File: src/rtl/tem_pkg.sv
// Shared types and constants of the traction energy meter.
// No dependencies; imported by tem_front, tem_back, tem_div and the top level.
`timescale 1ns / 1ps
`default_nettype none

package tem_pkg;

    localparam int ELAPSED_W  = 16;
    localparam int VOLT_W     = 14;
    localparam int CUR_W      = 14;
    localparam int SPEED_W    = 16;
    localparam int POWER_W    = 20;
    localparam int TOTAL_W    = 47;
    localparam int CONS_W     = 21;
    localparam int THRESH_W   = 40;
    localparam int CFG_IDX_W  = 2;
    localparam int CFG_DATA_W = 40;

    // divider operands: net energy * 1000 over distance
    localparam int DVD_W = 57;
    localparam int DVS_W = 47;

    localparam logic [CFG_IDX_W-1:0] CFG_MAX_ELAPSED     = 2'd0;
    localparam logic [CFG_IDX_W-1:0] CFG_DEFAULT_ELAPSED = 2'd1;
    localparam logic [CFG_IDX_W-1:0] CFG_DIST_THRESHOLD  = 2'd2;

    localparam logic [ELAPSED_W-1:0] MAX_ELAPSED_RST     = 16'd5000;
    localparam logic [ELAPSED_W-1:0] DEFAULT_ELAPSED_RST = 16'd100;
    localparam logic [THRESH_W-1:0]  DIST_THRESHOLD_RST  = 40'd3600000;

    localparam logic [TOTAL_W-1:0] TOTAL_MAX = {TOTAL_W{1'b1}};
    localparam logic [18:0]        POWER_LIM = 19'd500000;
    localparam logic [CONS_W-1:0]  CONS_LIM  = 21'd1000000;

    // x/100 = (x>>2)/25; ceil(2^32/25), exact for x>>2 below 2^25
    localparam logic [27:0] RECIP_25    = 28'd171798692;
    localparam int          RECIP_SHIFT = 32;

    typedef struct packed {
        logic [ELAPSED_W-1:0]    dt;
        logic [VOLT_W-1:0]       volt;
        logic signed [CUR_W-1:0] cur;
        logic [SPEED_W-1:0]      speed;
    } t_sample;

    typedef struct packed {
        logic             start;
        logic [DVD_W-1:0] dividend;
        logic [DVS_W-1:0] divisor;
    } t_div_req;

    typedef struct packed {
        logic             done;
        logic [DVD_W-1:0] quotient;
    } t_div_rsp;

    typedef enum logic [3:0] {
        S_IDLE,
        S_MUL,
        S_SCALE,
        S_POW,
        S_EMUL,
        S_EACC,
        S_DMUL,
        S_DACC,
        S_CMP,
        S_DSTART,
        S_DWAIT,
        S_CSAT,
        S_DONE
    } t_state;

endpackage

`default_nettype wire

File: src/rtl/tem_front.sv
// Front end: configuration registers, sample intake and elapsed-time cleanup.
// Depends on tem_pkg; feeds tem_queue.
`timescale 1ns / 1ps
`default_nettype none

module tem_front (
    input  logic                                i_clk,
    input  logic                                i_rst_n,
    input  logic                                i_push,
    input  logic [tem_pkg::ELAPSED_W-1:0]       i_elapsed_ms,
    input  logic [tem_pkg::VOLT_W-1:0]          i_voltage_dv,
    input  logic signed [tem_pkg::CUR_W-1:0]    i_current_da,
    input  logic [tem_pkg::SPEED_W-1:0]         i_speed_ckmh,
    input  logic                                i_cfg_we,
    input  logic [tem_pkg::CFG_IDX_W-1:0]       i_cfg_idx,
    input  logic [tem_pkg::CFG_DATA_W-1:0]      i_cfg_wdata,
    input  logic                                i_q_full,
    output logic                                o_q_wr,
    output tem_pkg::t_sample                    o_q_data,
    output logic [tem_pkg::THRESH_W-1:0]        o_threshold
);
    import tem_pkg::*;

    logic [ELAPSED_W-1:0] r_max_elapsed;
    logic [ELAPSED_W-1:0] r_default_elapsed;
    logic [THRESH_W-1:0]  r_threshold;
    logic                 w_use_default;

    always_ff @(posedge i_clk) begin
        if (!i_rst_n) begin
            r_max_elapsed     <= MAX_ELAPSED_RST;
            r_default_elapsed <= DEFAULT_ELAPSED_RST;
            r_threshold       <= DIST_THRESHOLD_RST;
        end else if (i_cfg_we) begin
            case (i_cfg_idx)
                CFG_MAX_ELAPSED:     r_max_elapsed     <= i_cfg_wdata[ELAPSED_W-1:0];
                CFG_DEFAULT_ELAPSED: r_default_elapsed <= i_cfg_wdata[ELAPSED_W-1:0];
                CFG_DIST_THRESHOLD:  r_threshold       <= i_cfg_wdata[THRESH_W-1:0];
                default: ;
            endcase
        end
    end

    // zero or oversized tick gap falls back to the default gap
    assign w_use_default = (i_elapsed_ms == '0) || (i_elapsed_ms > r_max_elapsed);

    always_comb begin
        o_q_data.dt    = w_use_default ? r_default_elapsed : i_elapsed_ms;
        o_q_data.volt  = i_voltage_dv;
        o_q_data.cur   = i_current_da;
        o_q_data.speed = i_speed_ckmh;
    end

    assign o_q_wr      = i_push && !i_q_full;
    assign o_threshold = r_threshold;

endmodule

`default_nettype wire

File: src/rtl/tem_queue.sv
// Small FIFO of cleaned samples between front end and back end.
// Depends on nothing but its parameters.
`timescale 1ns / 1ps
`default_nettype none

module tem_queue #(
    parameter int DEPTH = 2,
    parameter int W     = 60
) (
    input  logic         i_clk,
    input  logic         i_rst_n,
    input  logic         i_wr,
    input  logic [W-1:0] i_wr_data,
    input  logic         i_rd,
    output logic [W-1:0] o_rd_data,
    output logic         o_full,
    output logic         o_empty
);
    localparam int PTR_W = (DEPTH > 1) ? $clog2(DEPTH) : 1;
    localparam int CNT_W = $clog2(DEPTH + 1);

    logic [W-1:0]     r_mem [DEPTH];
    logic [PTR_W-1:0] r_wr_ptr, n_wr_ptr;
    logic [PTR_W-1:0] r_rd_ptr, n_rd_ptr;
    logic [CNT_W-1:0] r_count;

    assign n_wr_ptr = (r_wr_ptr == PTR_W'(DEPTH - 1)) ? '0 : r_wr_ptr + 1'b1;
    assign n_rd_ptr = (r_rd_ptr == PTR_W'(DEPTH - 1)) ? '0 : r_rd_ptr + 1'b1;

    always_ff @(posedge i_clk) begin
        if (!i_rst_n) begin
            r_wr_ptr <= '0;
            r_rd_ptr <= '0;
            r_count  <= '0;
        end else begin
            if (i_wr) begin
                r_wr_ptr <= n_wr_ptr;
            end
            if (i_rd) begin
                r_rd_ptr <= n_rd_ptr;
            end
            if (i_wr && !i_rd) begin
                r_count <= r_count + 1'b1;
            end else if (i_rd && !i_wr) begin
                r_count <= r_count - 1'b1;
            end
        end
    end

    always_ff @(posedge i_clk) begin
        if (i_wr) begin
            r_mem[r_wr_ptr] <= i_wr_data;
        end
    end

    assign o_rd_data = r_mem[r_rd_ptr];
    assign o_full    = (r_count == CNT_W'(DEPTH));
    assign o_empty   = (r_count == '0);

endmodule

`default_nettype wire

File: src/rtl/tem_div.sv
// Restoring radix-2 divider, one quotient bit per cycle.
// Depends on tem_pkg for operand widths and request/response structs.
`timescale 1ns / 1ps
`default_nettype none

module tem_div (
    input  logic              i_clk,
    input  logic              i_rst_n,
    input  tem_pkg::t_div_req i_req,
    output tem_pkg::t_div_rsp o_rsp
);
    import tem_pkg::*;

    localparam int CNT_W = $clog2(DVD_W + 1);

    logic             r_busy;
    logic             r_done;
    logic [CNT_W-1:0] r_cnt;
    logic [DVS_W-1:0] r_rem;
    logic [DVD_W-1:0] r_quo;
    logic [DVS_W-1:0] r_dvs;
    logic [DVS_W:0]   w_shift;
    logic [DVS_W:0]   w_trial;
    logic             w_ge;

    assign w_shift = {r_rem, r_quo[DVD_W-1]};
    assign w_trial = w_shift - {1'b0, r_dvs};
    assign w_ge    = !w_trial[DVS_W];

    always_ff @(posedge i_clk) begin
        if (!i_rst_n) begin
            r_busy <= 1'b0;
            r_done <= 1'b0;
            r_cnt  <= '0;
        end else begin
            r_done <= 1'b0;
            if (i_req.start) begin
                r_busy <= 1'b1;
                r_cnt  <= CNT_W'(DVD_W);
            end else if (r_busy) begin
                r_cnt <= r_cnt - 1'b1;
                if (r_cnt == CNT_W'(1)) begin
                    r_busy <= 1'b0;
                    r_done <= 1'b1;
                end
            end
        end
    end

    // dividend shifts out of r_quo as quotient bits shift in
    always_ff @(posedge i_clk) begin
        if (i_req.start) begin
            r_rem <= '0;
            r_quo <= i_req.dividend;
            r_dvs <= i_req.divisor;
        end else if (r_busy) begin
            r_rem <= w_ge ? w_trial[DVS_W-1:0] : w_shift[DVS_W-1:0];
            r_quo <= {r_quo[DVD_W-2:0], w_ge};
        end
    end

    assign o_rsp.done     = r_done;
    assign o_rsp.quotient = r_quo;

endmodule

`default_nettype wire

File: src/rtl/tem_back.sv
// Back end: power, energy and distance integration, consumption update, result register.
// Depends on tem_pkg; reads tem_queue and drives tem_div.
`timescale 1ns / 1ps
`default_nettype none

module tem_back (
    input  logic                              i_clk,
    input  logic                              i_rst_n,
    input  logic                              i_q_empty,
    input  tem_pkg::t_sample                  i_q_data,
    output logic                              o_q_rd,
    input  logic [tem_pkg::THRESH_W-1:0]      i_threshold,
    output tem_pkg::t_div_req                 o_div_req,
    input  tem_pkg::t_div_rsp                 i_div_rsp,
    input  logic                              i_pop,
    output logic                              o_empty,
    output logic signed [tem_pkg::POWER_W-1:0] o_power_w,
    output logic [tem_pkg::TOTAL_W-1:0]       o_consumed_mj,
    output logic [tem_pkg::TOTAL_W-1:0]       o_regenerated_mj,
    output logic [tem_pkg::TOTAL_W-1:0]       o_distance_raw,
    output logic signed [tem_pkg::CONS_W-1:0] o_consumption_c
);
    import tem_pkg::*;

    function automatic logic [TOTAL_W-1:0] sat_add(input logic [TOTAL_W-1:0] total,
                                                   input logic [TOTAL_W-1:0] add);
        logic [TOTAL_W:0] sum;
        sum = {1'b0, total} + {1'b0, add};
        return sum[TOTAL_W] ? TOTAL_MAX : sum[TOTAL_W-1:0];
    endfunction

    t_state r_state, n_state;

    t_sample                    r_smp;
    logic signed [28:0]         r_prod;
    logic                       r_neg;
    logic [52:0]                r_scaled;
    logic [18:0]                r_pmag;
    logic signed [POWER_W-1:0]  r_power;
    logic [34:0]                r_emul;
    logic [31:0]                r_dmul;
    logic [TOTAL_W-1:0]         r_cons;
    logic [TOTAL_W-1:0]         r_regen;
    logic [TOTAL_W-1:0]         r_dist;
    logic signed [CONS_W-1:0]   r_held;
    logic                       r_net_neg;
    logic [DVD_W-1:0]           r_dividend;

    logic                       r_out_valid;
    logic signed [POWER_W-1:0]  r_o_power;
    logic [TOTAL_W-1:0]         r_o_cons;
    logic [TOTAL_W-1:0]         r_o_regen;
    logic [TOTAL_W-1:0]         r_o_dist;
    logic signed [CONS_W-1:0]   r_o_held;

    logic                       w_load_out;
    logic                       w_div_start;
    logic                       w_dist_over;
    logic [28:0]                w_abs;
    logic [20:0]                w_q100;
    logic [18:0]                w_pmag;
    logic                       w_regen_gt;
    logic [TOTAL_W-1:0]         w_net;
    logic [DVD_W-1:0]           w_net_x;
    logic [CONS_W-1:0]          w_cons_mag;

    assign w_abs       = r_prod[28] ? 29'(-r_prod) : 29'(r_prod);
    assign w_q100      = r_scaled[RECIP_SHIFT+20:RECIP_SHIFT];
    assign w_pmag      = (w_q100 > 21'(POWER_LIM)) ? POWER_LIM : w_q100[18:0];
    assign w_dist_over = r_dist > TOTAL_W'(i_threshold);
    assign w_regen_gt  = r_regen > r_cons;
    assign w_net       = w_regen_gt ? (r_regen - r_cons) : (r_cons - r_regen);
    assign w_net_x     = DVD_W'(w_net);
    assign w_cons_mag  = (i_div_rsp.quotient > DVD_W'(CONS_LIM)) ? CONS_LIM
                                                                   : i_div_rsp.quotient[CONS_W-1:0];

    always_comb begin
        n_state     = r_state;
        o_q_rd      = 1'b0;
        w_div_start = 1'b0;
        w_load_out  = 1'b0;
        case (r_state)
            S_IDLE: begin
                if (!i_q_empty) begin
                    o_q_rd  = 1'b1;
                    n_state = S_MUL;
                end
            end
            S_MUL:    n_state = S_SCALE;
            S_SCALE:  n_state = S_POW;
            S_POW:    n_state = S_EMUL;
            S_EMUL:   n_state = S_EACC;
            S_EACC:   n_state = S_DMUL;
            S_DMUL:   n_state = S_DACC;
            S_DACC:   n_state = S_CMP;
            S_CMP:    n_state = w_dist_over ? S_DSTART : S_DONE;
            S_DSTART: begin
                w_div_start = 1'b1;
                n_state     = S_DWAIT;
            end
            S_DWAIT: begin
                if (i_div_rsp.done) begin
                    n_state = S_CSAT;
                end
            end
            S_CSAT:   n_state = S_DONE;
            S_DONE: begin
                if (!r_out_valid || i_pop) begin
                    w_load_out = 1'b1;
                    n_state    = S_IDLE;
                end
            end
            default:  n_state = S_IDLE;
        endcase
    end

    // control state and running totals
    always_ff @(posedge i_clk) begin
        if (!i_rst_n) begin
            r_state     <= S_IDLE;
            r_out_valid <= 1'b0;
            r_cons      <= '0;
            r_regen     <= '0;
            r_dist      <= '0;
            r_held      <= '0;
        end else begin
            r_state <= n_state;
            if (w_load_out) begin
                r_out_valid <= 1'b1;
            end else if (i_pop) begin
                r_out_valid <= 1'b0;
            end
            if (r_state == S_EACC) begin
                if (!r_neg && (r_pmag != '0)) begin
                    r_cons <= sat_add(r_cons, TOTAL_W'(r_emul));
                end else begin
                    r_regen <= sat_add(r_regen, TOTAL_W'(r_emul));
                end
            end
            if (r_state == S_DACC) begin
                r_dist <= sat_add(r_dist, TOTAL_W'(r_dmul));
            end
            if (r_state == S_CSAT) begin
                r_held <= r_net_neg ? -$signed(w_cons_mag) : $signed(w_cons_mag);
            end
        end
    end

    // datapath pipeline registers
    always_ff @(posedge i_clk) begin
        if (o_q_rd) begin
            r_smp <= i_q_data;
        end
        if (r_state == S_MUL) begin
            r_prod <= $signed({1'b0, r_smp.volt}) * $signed(r_smp.cur);
        end
        if (r_state == S_SCALE) begin
            r_neg    <= r_prod[28];
            r_scaled <= w_abs[26:2] * RECIP_25;
        end
        if (r_state == S_POW) begin
            r_pmag  <= w_pmag;
            r_power <= r_neg ? -$signed({1'b0, w_pmag}) : $signed({1'b0, w_pmag});
        end
        if (r_state == S_EMUL) begin
            r_emul <= r_pmag * r_smp.dt;
        end
        if (r_state == S_DMUL) begin
            r_dmul <= r_smp.speed * r_smp.dt;
        end
        if (r_state == S_CMP) begin
            r_net_neg  <= w_regen_gt;
            // net * 1000 = net * 1024 - net * 16 - net * 8
            r_dividend <= (w_net_x << 10) - (w_net_x << 4) - (w_net_x << 3);
        end
        if (w_load_out) begin
            r_o_power <= r_power;
            r_o_cons  <= r_cons;
            r_o_regen <= r_regen;
            r_o_dist  <= r_dist;
            r_o_held  <= r_held;
        end
    end

    assign o_div_req.start    = w_div_start;
    assign o_div_req.dividend = r_dividend;
    assign o_div_req.divisor  = r_dist;

    assign o_empty          = !r_out_valid;
    assign o_power_w        = r_o_power;
    assign o_consumed_mj    = r_o_cons;
    assign o_regenerated_mj = r_o_regen;
    assign o_distance_raw   = r_o_dist;
    assign o_consumption_c  = r_o_held;

endmodule

`default_nettype wire

File: src/rtl/traction_energy_meter.sv
// Top level of the traction energy meter: front end, sample FIFO, back end, divider.
// Depends on tem_pkg, tem_front, tem_queue, tem_back and tem_div.
//
// Usage:
//  - Input channel is FIFO-like: a word {elapsed_ms, voltage_dv, current_da,
//    speed_ckmh} is taken at a clock edge with push high and full low.
//  - Result channel is FIFO-like: while empty is low the oldest result word
//    {power_w, consumed_mj, regenerated_mj, distance_raw, consumption_c} is
//    on the ports; pop high with empty low takes it.
//  - Config: i_cfg_we high at a clock edge writes i_cfg_wdata to register i_cfg_idx
//    (0 max_elapsed_ms, 1 default_elapsed_ms, 2 distance_threshold).
//  - The back end reads a word from the FIFO, then multiplies, scales, forms
//    power, updates energy and distance and compares; once the distance is above
//    the threshold, the 57-step restoring divider also runs. The back-end sequencer
//    works one sample at a time and loads its result before it reads the next.
//  - A QUEUE_DEPTH-entry FIFO sits behind the front end, so words are still
//    taken while the back end is busy or a result waits to be popped.
//  - When the receiver stalls, the finished result holds in the output
//    register and the back end waits; full rises once the FIFO fills.
//  - Reset (synchronous, active low) clears totals, FIFO, result; reloads config.
`timescale 1ns / 1ps
`default_nettype none

module traction_energy_meter #(
    parameter int QUEUE_DEPTH = 2
) (
    input  logic                                i_clk,
    input  logic                                i_rst_n,
    input  logic                                push,
    output logic                                full,
    input  logic [tem_pkg::ELAPSED_W-1:0]       i_elapsed_ms,
    input  logic [tem_pkg::VOLT_W-1:0]          i_voltage_dv,
    input  logic signed [tem_pkg::CUR_W-1:0]    i_current_da,
    input  logic [tem_pkg::SPEED_W-1:0]         i_speed_ckmh,
    input  logic                                pop,
    output logic                                empty,
    output logic signed [tem_pkg::POWER_W-1:0]  o_power_w,
    output logic [tem_pkg::TOTAL_W-1:0]         o_consumed_mj,
    output logic [tem_pkg::TOTAL_W-1:0]         o_regenerated_mj,
    output logic [tem_pkg::TOTAL_W-1:0]         o_distance_raw,
    output logic signed [tem_pkg::CONS_W-1:0]   o_consumption_c,
    input  logic                                i_cfg_we,
    input  logic [tem_pkg::CFG_IDX_W-1:0]       i_cfg_idx,
    input  logic [tem_pkg::CFG_DATA_W-1:0]      i_cfg_wdata
);
    import tem_pkg::*;

    // front end -> FIFO
    logic                q_wr;
    t_sample             q_wr_data;
    logic                q_full;
    // FIFO -> back end
    logic                q_rd;
    logic [$bits(t_sample)-1:0] q_rd_bits;
    t_sample             q_rd_data;
    logic                q_empty;
    logic [THRESH_W-1:0] threshold;
    // back end <-> divider
    t_div_req            div_req;
    t_div_rsp            div_rsp;

    tem_front u_front (
        .i_clk        (i_clk),
        .i_rst_n      (i_rst_n),
        .i_push       (push),
        .i_elapsed_ms (i_elapsed_ms),
        .i_voltage_dv (i_voltage_dv),
        .i_current_da (i_current_da),
        .i_speed_ckmh (i_speed_ckmh),
        .i_cfg_we     (i_cfg_we),
        .i_cfg_idx    (i_cfg_idx),
        .i_cfg_wdata  (i_cfg_wdata),
        .i_q_full     (q_full),
        .o_q_wr       (q_wr),
        .o_q_data     (q_wr_data),
        .o_threshold  (threshold)
    );

    tem_queue #(
        .DEPTH (QUEUE_DEPTH),
        .W     ($bits(t_sample))
    ) u_queue (
        .i_clk     (i_clk),
        .i_rst_n   (i_rst_n),
        .i_wr      (q_wr),
        .i_wr_data (q_wr_data),
        .i_rd      (q_rd),
        .o_rd_data (q_rd_bits),
        .o_full    (q_full),
        .o_empty   (q_empty)
    );

    assign q_rd_data = t_sample'(q_rd_bits);

    tem_back u_back (
        .i_clk            (i_clk),
        .i_rst_n          (i_rst_n),
        .i_q_empty        (q_empty),
        .i_q_data         (q_rd_data),
        .o_q_rd           (q_rd),
        .i_threshold      (threshold),
        .o_div_req        (div_req),
        .i_div_rsp        (div_rsp),
        .i_pop            (pop),
        .o_empty          (empty),
        .o_power_w        (o_power_w),
        .o_consumed_mj    (o_consumed_mj),
        .o_regenerated_mj (o_regenerated_mj),
        .o_distance_raw   (o_distance_raw),
        .o_consumption_c  (o_consumption_c)
    );

    tem_div u_div (
        .i_clk   (i_clk),
        .i_rst_n (i_rst_n),
        .i_req   (div_req),
        .o_rsp   (div_rsp)
    );

    assign full = q_full;

endmodule

`default_nettype wire

File: config.mk
export PLATFORM = sky130hd
export DESIGN_NAME = traction_energy_meter
export DESIGN_NICKNAME = d
export VERILOG_FILES = /design/src/rtl/tem_pkg.sv /design/src/rtl/tem_front.sv /design/src/rtl/tem_queue.sv /design/src/rtl/tem_div.sv /design/src/rtl/tem_back.sv /design/src/rtl/traction_energy_meter.sv
export SDC_FILE = /design/constraint.sdc
export NUM_CORES = 2
export LEC_CHECK = 0
export ABC_AREA = 1
export BUFFER_PORTS_ARGS = -buffer_cell sky130_fd_sc_hd__buf_2
export CELL_PAD_IN_SITES_DETAIL_PLACEMENT = 1
export CELL_PAD_IN_SITES_GLOBAL_PLACEMENT = 1
export CORE_ASPECT_RATIO = 0.9
export CORE_MARGIN = 2
export CORE_UTILIZATION = 45
export CTS_BUF_LIST = sky130_fd_sc_hd__clkbuf_2 sky130_fd_sc_hd__clkbuf_4 sky130_fd_sc_hd__clkbuf_8
export DETAILED_ROUTE_END_ITERATION = 7
export PLACE_DENSITY_LB_ADDON = 0.1
export SLEW_MARGIN = 20
export SYNTH_ARGS = -nofsm -noshare
export SYNTH_HDL_FRONTEND = slang
export SYNTH_HIERARCHICAL = 1
export SYNTH_SLANG_ARGS = --single-unit
export TNS_END_PERCENT = 10
File: constraint.sdc
create_clock -name i_clk -period 15.08 [get_ports i_clk]
set_clock_uncertainty 0.05 [all_clocks]
set_input_delay 3.016 -clock i_clk [delete_from_list [all_inputs] [get_ports i_clk]]
set_output_delay 3.016 -clock i_clk [all_outputs]
set_load 0.005 [all_outputs]
# Word-level counts from Yosys, hierarchy flattened

Memory sizes are Yosys's and may differ from the RTL's. A register that Yosys moved wholly into a read port is not among the register bits.
Index checks and enable logic that the tools add are counted.
Widths: inputs -> output; s select.

Order comparisons: 5
Add/subtract/negate cells: 16
Bitwise logic cells: 3
Equality and inequality tests: 19
$mul: 4
Multiplexer cells: 37
Reduce and logical (&&, ||, !) cells: 28

Operators by type and width:

| kind                   | number |
|---|---|
| $mux 47                | 5 |
| $mux 57                | 2 |
| $add 47x35->48         | 2 |
| $sub 47x47->47         | 2 |
| $gt 57x20->1 const B   | 1 |
| $sub 57x50->57         | 1 |
| $sub 57x51->57         | 1 |
| $pmux 4 s13            | 1 |
| $mul 25x26->51 const B | 1 |
| $add 47x32->48         | 1 |
| $sub 48x47->48         | 1 |
| $gt 47x40->1           | 1 |
| $gt 47x47->1           | 1 |
| $mux 21                | 2 |
| $mux 19                | 2 |
| $mul 19x16->35         | 1 |
| $mul 16x16->32         | 1 |
| $mul 15x14->29         | 1 |
| $mux 27                | 1 |
| $neg 27->27            | 1 |
| $gt 21x19->1 const B   | 1 |
| $neg 21->21            | 1 |
| $eq 4x4->1 const B     | 5 |
| $neg 19->20            | 1 |
| 32 further kinds       | 75 |

Register bits: 829
Input bits: 107
Word-level logic and storage cells: 147
Memory bits (writable): 120
Memories: 1

Memory list:

| memory        | depth | bits a word | read ports | clocked after memory_dff | write ports | line            | RTL |
|---|---|---|---|---|---|---|---|
| u_queue.r_mem | 2     | 60          | 1          | 1                        | 1           | tem_queue.sv:22 | `logic [W-1:0] r_mem [DEPTH];` |

# Longest topological paths before layout

Depth after elaboration: 7
Depth in mapped cells: 39

# Modules after synthesis

Netlist, hierarchy kept.

By module, submodules not included:

| module    | area an instance (sq um) | times used | sequential area each (sq um) | cells an instance |
|---|---|---|---|---|
| tem_back  | 75,831.5                 | 1          | 16,916.2                     | 9,246 |
| tem_div   | 10,610.2                 | 1          | 4,224.1                      | 1,610 |
| tem_queue | 4,863.4                  | 1          | 3,703.6                      | 222 |
| tem_front | 3,585.9                  | 1          | 1,441.4                      | 477 |

# Worst setup path after synthesis

No wires, ideal clock.

Path type: in2reg
Start point: input pop
End point: register u_back.r_o_cons[0] (netlist: u_back/o_consumed_mj[0]), enable pin
Path buffers: 0
Required time: 14.083 ns
Stages: 2
Data arrival time: 15.324 ns
Setup slack: -1.241 ns
Setup time: 0.947 ns
Cell sequence: nor2_1 -> nor3_1

Word-level cells in the longest chain between the ends: 3

Ends and longest elaborated chain:

| what                   | line                        | RTL |
|---|---|---|
| start: declaration     | traction_energy_meter.sv:35 | `input logic pop,` |
| $logic_or 1x1->1       | tem_back.sv:108             | `if (!r_out_valid \|\| i_pop) begin` |
| $mux 1                 | tem_back.sv:108             |  |
| $mux 1                 | tem_back.sv:82              | `case (r_state)` |
| net u_back.w_load_out  | tem_back.sv:56              | `logic w_load_out;` |
| end signal: assignment | tem_back.sv:178             | `r_o_cons <= r_cons;` |
| end: declaration       | tem_back.sv:51              | `logic [TOTAL_W-1:0] r_o_cons;` |

The timed path passes the listed nets, and every way through them passes these cells.
A chain may end at the register's enable or synchronous reset.

# Worst setup path after layout

Start point: register u_back.r_prod[2]
End point: register u_back.r_scaled[52] (data pin)

Word-level cells in the longest chain between the ends: 3

Ends and longest elaborated chain:

| what                     | line            | RTL |
|---|---|---|
| start: declaration       | tem_back.sv:35  | `logic signed [28:0] r_prod;` |
| start signal: assignment | tem_back.sv:155 | `r_prod <= $signed({1'b0, r_smp.volt}) * $signed(r_smp.cur);` |
| $neg 27->27              | tem_back.sv:67  | `assign w_abs = r_prod[28] ? 29'(-r_prod) : 29'(r_prod);` |
| $mux 27 (*)              | tem_back.sv:67  |  |
| $mul 25x26->51 (*)       | tem_back.sv:159 | `r_scaled <= w_abs[26:2] * RECIP_25;` |
| end signal: assignment   | tem_back.sv:159 |  |
| end: declaration         | tem_back.sv:37  | `logic [52:0] r_scaled;` |

Every way passes the cells marked *; elsewhere a longest branch is shown, timed or not.

==> results.ini <==
[run_status]
outcome = finished clean

[worst_setup_path]
r2r-start = u_back/r_prod[2]
worstRegToRegCells = 31
crit_type = flop to flop
cp.arrival_ns = 9.14
r2r_end = u_back/r_scaled[52]
critPathLaunchType = flop
slowest_stage = xor2_1
reg2reg_slack_ns = 6.60
worst_path_largest_cell_delay_ns = 0.58
worstPathRequired_ns = 15.75
crit_fanout = 7
critPathCaptureType = flop
crit_top_cell = fa_1

[place]
io_buffers = 290
place_congestion = 1.05
dpl.hpwl_um = 291000
dp_cells = 14435

[global_routing]
antenna_found_initial = 29
gr-usage-all-layers_pct = 33.0
grt_pass1_wl_um = 533000
grt-ovfl-total = 0
grt_max_degree = 110
grt_pass1_vias = 85633

[floorplanning]
initial_core_util_pct = 45.4
die_y_um = 440
core_area_um2 = 209000
die-area_um2 = 215000
ios = 291
fp.dieW_um = 488
row_count = 159

[detailed_routing]
wl_um = 355000
dr_total_vias = 80253
m1WireLength_um = 156000
route.met3.wl_um = 26800
drc = 0
first_pass_iters = 5
top_layer_used = met5
via_per_inst = 5.43
wl_met2_um = 161000
drt-wirelength-per-cell_um = 24.0
drt.antenna.violating_nets = 0
drtIter0Drc = 5936

[cts]
clk_pin_slew_worst_paths_ns = 0.06
cts.htree.levels = 4
cts_buffer_depth = 3
clk_root_buffer_cell = clkbuf_8
cts_sinks = 975
clk_latency_ns = 1.04
cts-resized-gates = 0
hold_buffers = 0
tritoncts = built
numCtsBuffers = 174
cts_setup_buffers = 0

[finish]
fin_nets = 13683
fin_util_pct = 49.4
finalNonFillerCells = 14780
syn_to_final_growth_pct = 8.89
drive_above_1_share_pct = 7.88

[yosys]
ys_ff_latch = 975
synth-edff-count = 676
synth_cells = 11555
synth.distinct_cells = 77
syn_area_um2 = 94900
syn_area_per_cell_um2 = 8.21
ys_warn_count = 6
async_flop_share_pct = 0
ys_seq_area_share_pct = 27.7
ys.flop_type = edfxtp_1

[sta]
post-route-period-util_pct = 56.2
min_period_ns = 8.48
slew_violations = 0
rsz0062_at_grt = no
slew_headroom_pct = 5.56
worst_pin_slew_ns = 1.42
setup_violations = 0
fmax_mhz = 118
setup_tns_ns = 0
hold_violations = 0

[min_path]
worstHoldPathType = flop to flop
hold_start = u_back/r_power[5]
hold_depth = 0
hold_end = u_back/o_power_w[5]

[run]
cap_violations = 0

critical path: cells and delay by family, from the launching register on:
| kind | cells | cell delay [ns] |
|---|---|---|
| compound gates | 6 | 1.19 |
| xor+xnor | 2 | 0.72 |
| fa+ha+maj | 8 | 3.77 |
| buf+inv | 3 | 0.39 |
| flops | 1 | 0.41 |
| simple gates | 12 | 1.71 |
registers in the layout, indices dropped and copies added (netlist names), 54 cells and up, named ones only:
signal and count:
u_back/r_smp 60, u_back/r_dividend 54, u_div/r_quo 57, u_queue/r_mem 120
cells in the mapped netlist (9+ instances only):
master       n  share of area, %
a211oi_1    16              0.13
nor4_1      50              0.33
inv_2       16             0.063
or2_2       18              0.12
o211ai_1    24              0.19
nand2_1   2634                10
xnor2_1    136               1.3
nor2_2      22              0.15
mux2_4      60              0.95
buf_2       19              0.10
nand2_2     37              0.24
o21bai_1    34              0.27
a21o_1      54              0.43
nand4_1     73              0.48
dfxtp_1    299               6.3
nand3_1    360               1.9
inv_1     2375               9.4
ha_1       947                12
o21a_1      53              0.42
edfxtp_1   676                21
buf_6        9              0.11
nand3b_1    16              0.13
o21ai_2     12              0.11
nor2_1     821               3.2
a21boi_0    22              0.17
o21ai_0    470               2.5
o21ai_1     33              0.17
a21oi_1    658               3.5
clkbuf_1   238              0.94
nor3_1      79              0.42
buf_4       56              0.44
fa_1       834                18
a31oi_1     50              0.33
xor2_1     229               2.1
metal layers:
layer / vias up / global-route usage, %
met5: - / 0
met4: 20 / 10.4
met3: 530 / 7.41
met2: 2379 / 52.7
met1: 40525 / 44.3
li1: 36799 / -
cells in the final DEF, fill, tap and decap left out, drive strengths merged, types with 4 or more instances in the layout:
master / n
a31o: 7
clkbuf: 252
o31ai: 6
fa: 834
nand3b: 16
nand4: 75
o21ai: 515
nor3: 82
o2111ai: 8
nand3: 363
nor4: 54
o21bai: 35
clkinvlp: 5
a31oi: 51
xor2: 229
buf: 401
or2: 22
o221ai: 8
clkinv: 48
and3: 4
bufinv: 16
o211ai: 24
a211oi: 16
o21a: 53
a21oi: 660
o22ai: 4
inv: 2402
nand2: 2674
a21boi: 26
edfxtp: 676
diode: 17
xnor2: 136
ha: 947
mux2: 60
a21o: 54
a221oi: 5
nor2: 848
dfxtp: 299
area by class of cell:
class / instances / area, µm²
well taps: 2817 / 3520
clock inverters: 75 / 1010
inverters: 2396 / 9000
diodes: 17 / 42.5
repair buffers: 401 / 2320
fillers: 25197 / 106000
multi-input cells: 7847 / 58000
clock buffers: 252 / 3110
flip-flops and latches: 975 / 26300
kinds of logic (layout without fill, tap and decap cells):
group | Yosys count | in the layout | share of synthesized area, %
flops | 975 | 975 | 27.7
compound gates | 1487 | 1487 | 8.73
fa+ha+maj | 1781 | 1781 | 30.1
buf+inv | 2735 | 3124 | 11.3
simple gates | 4148 | 4148 | 17.8
mux | 63 | 63 | 0.981
xor+xnor | 365 | 365 | 3.37
other cells | 1 | 20 | 0.00395
worst max path at each step:
stage	from	slack [ns]	endpoint
2_1_floorplan	pop	4.33	u_back/o_consumed_mj[0]
3_3_place_gp	u_back/r_prod[2]	6.61	u_back/r_scaled[52]
3_5_place_dp	u_back/r_prod[2]	6.55	u_back/r_scaled[52]
4_1_cts	u_back/r_prod[2]	6.59	u_back/r_scaled[52]
5_1_grt	u_back/r_prod[2]	5.95	u_back/r_scaled[52]
6_report	u_back/r_prod[2]	6.60	u_back/r_scaled[52]
metrics by stage:
step           setup slack [ns]  hold WS (ns)  area (µm²)
4_1_cts                    6.59         0.373      103000
5_1_grt                    5.95         0.387      103000
2_1_floorplan              4.33         0.350       94900
3_5_place_dp               6.55         0.358       99100
3_3_place_gp               6.61         0.351       99100
6_report                   6.60         0.372      103000
Power is not shown: default switching activity piles up to over one toggle a cycle in this logic, so the estimate is an artifact.
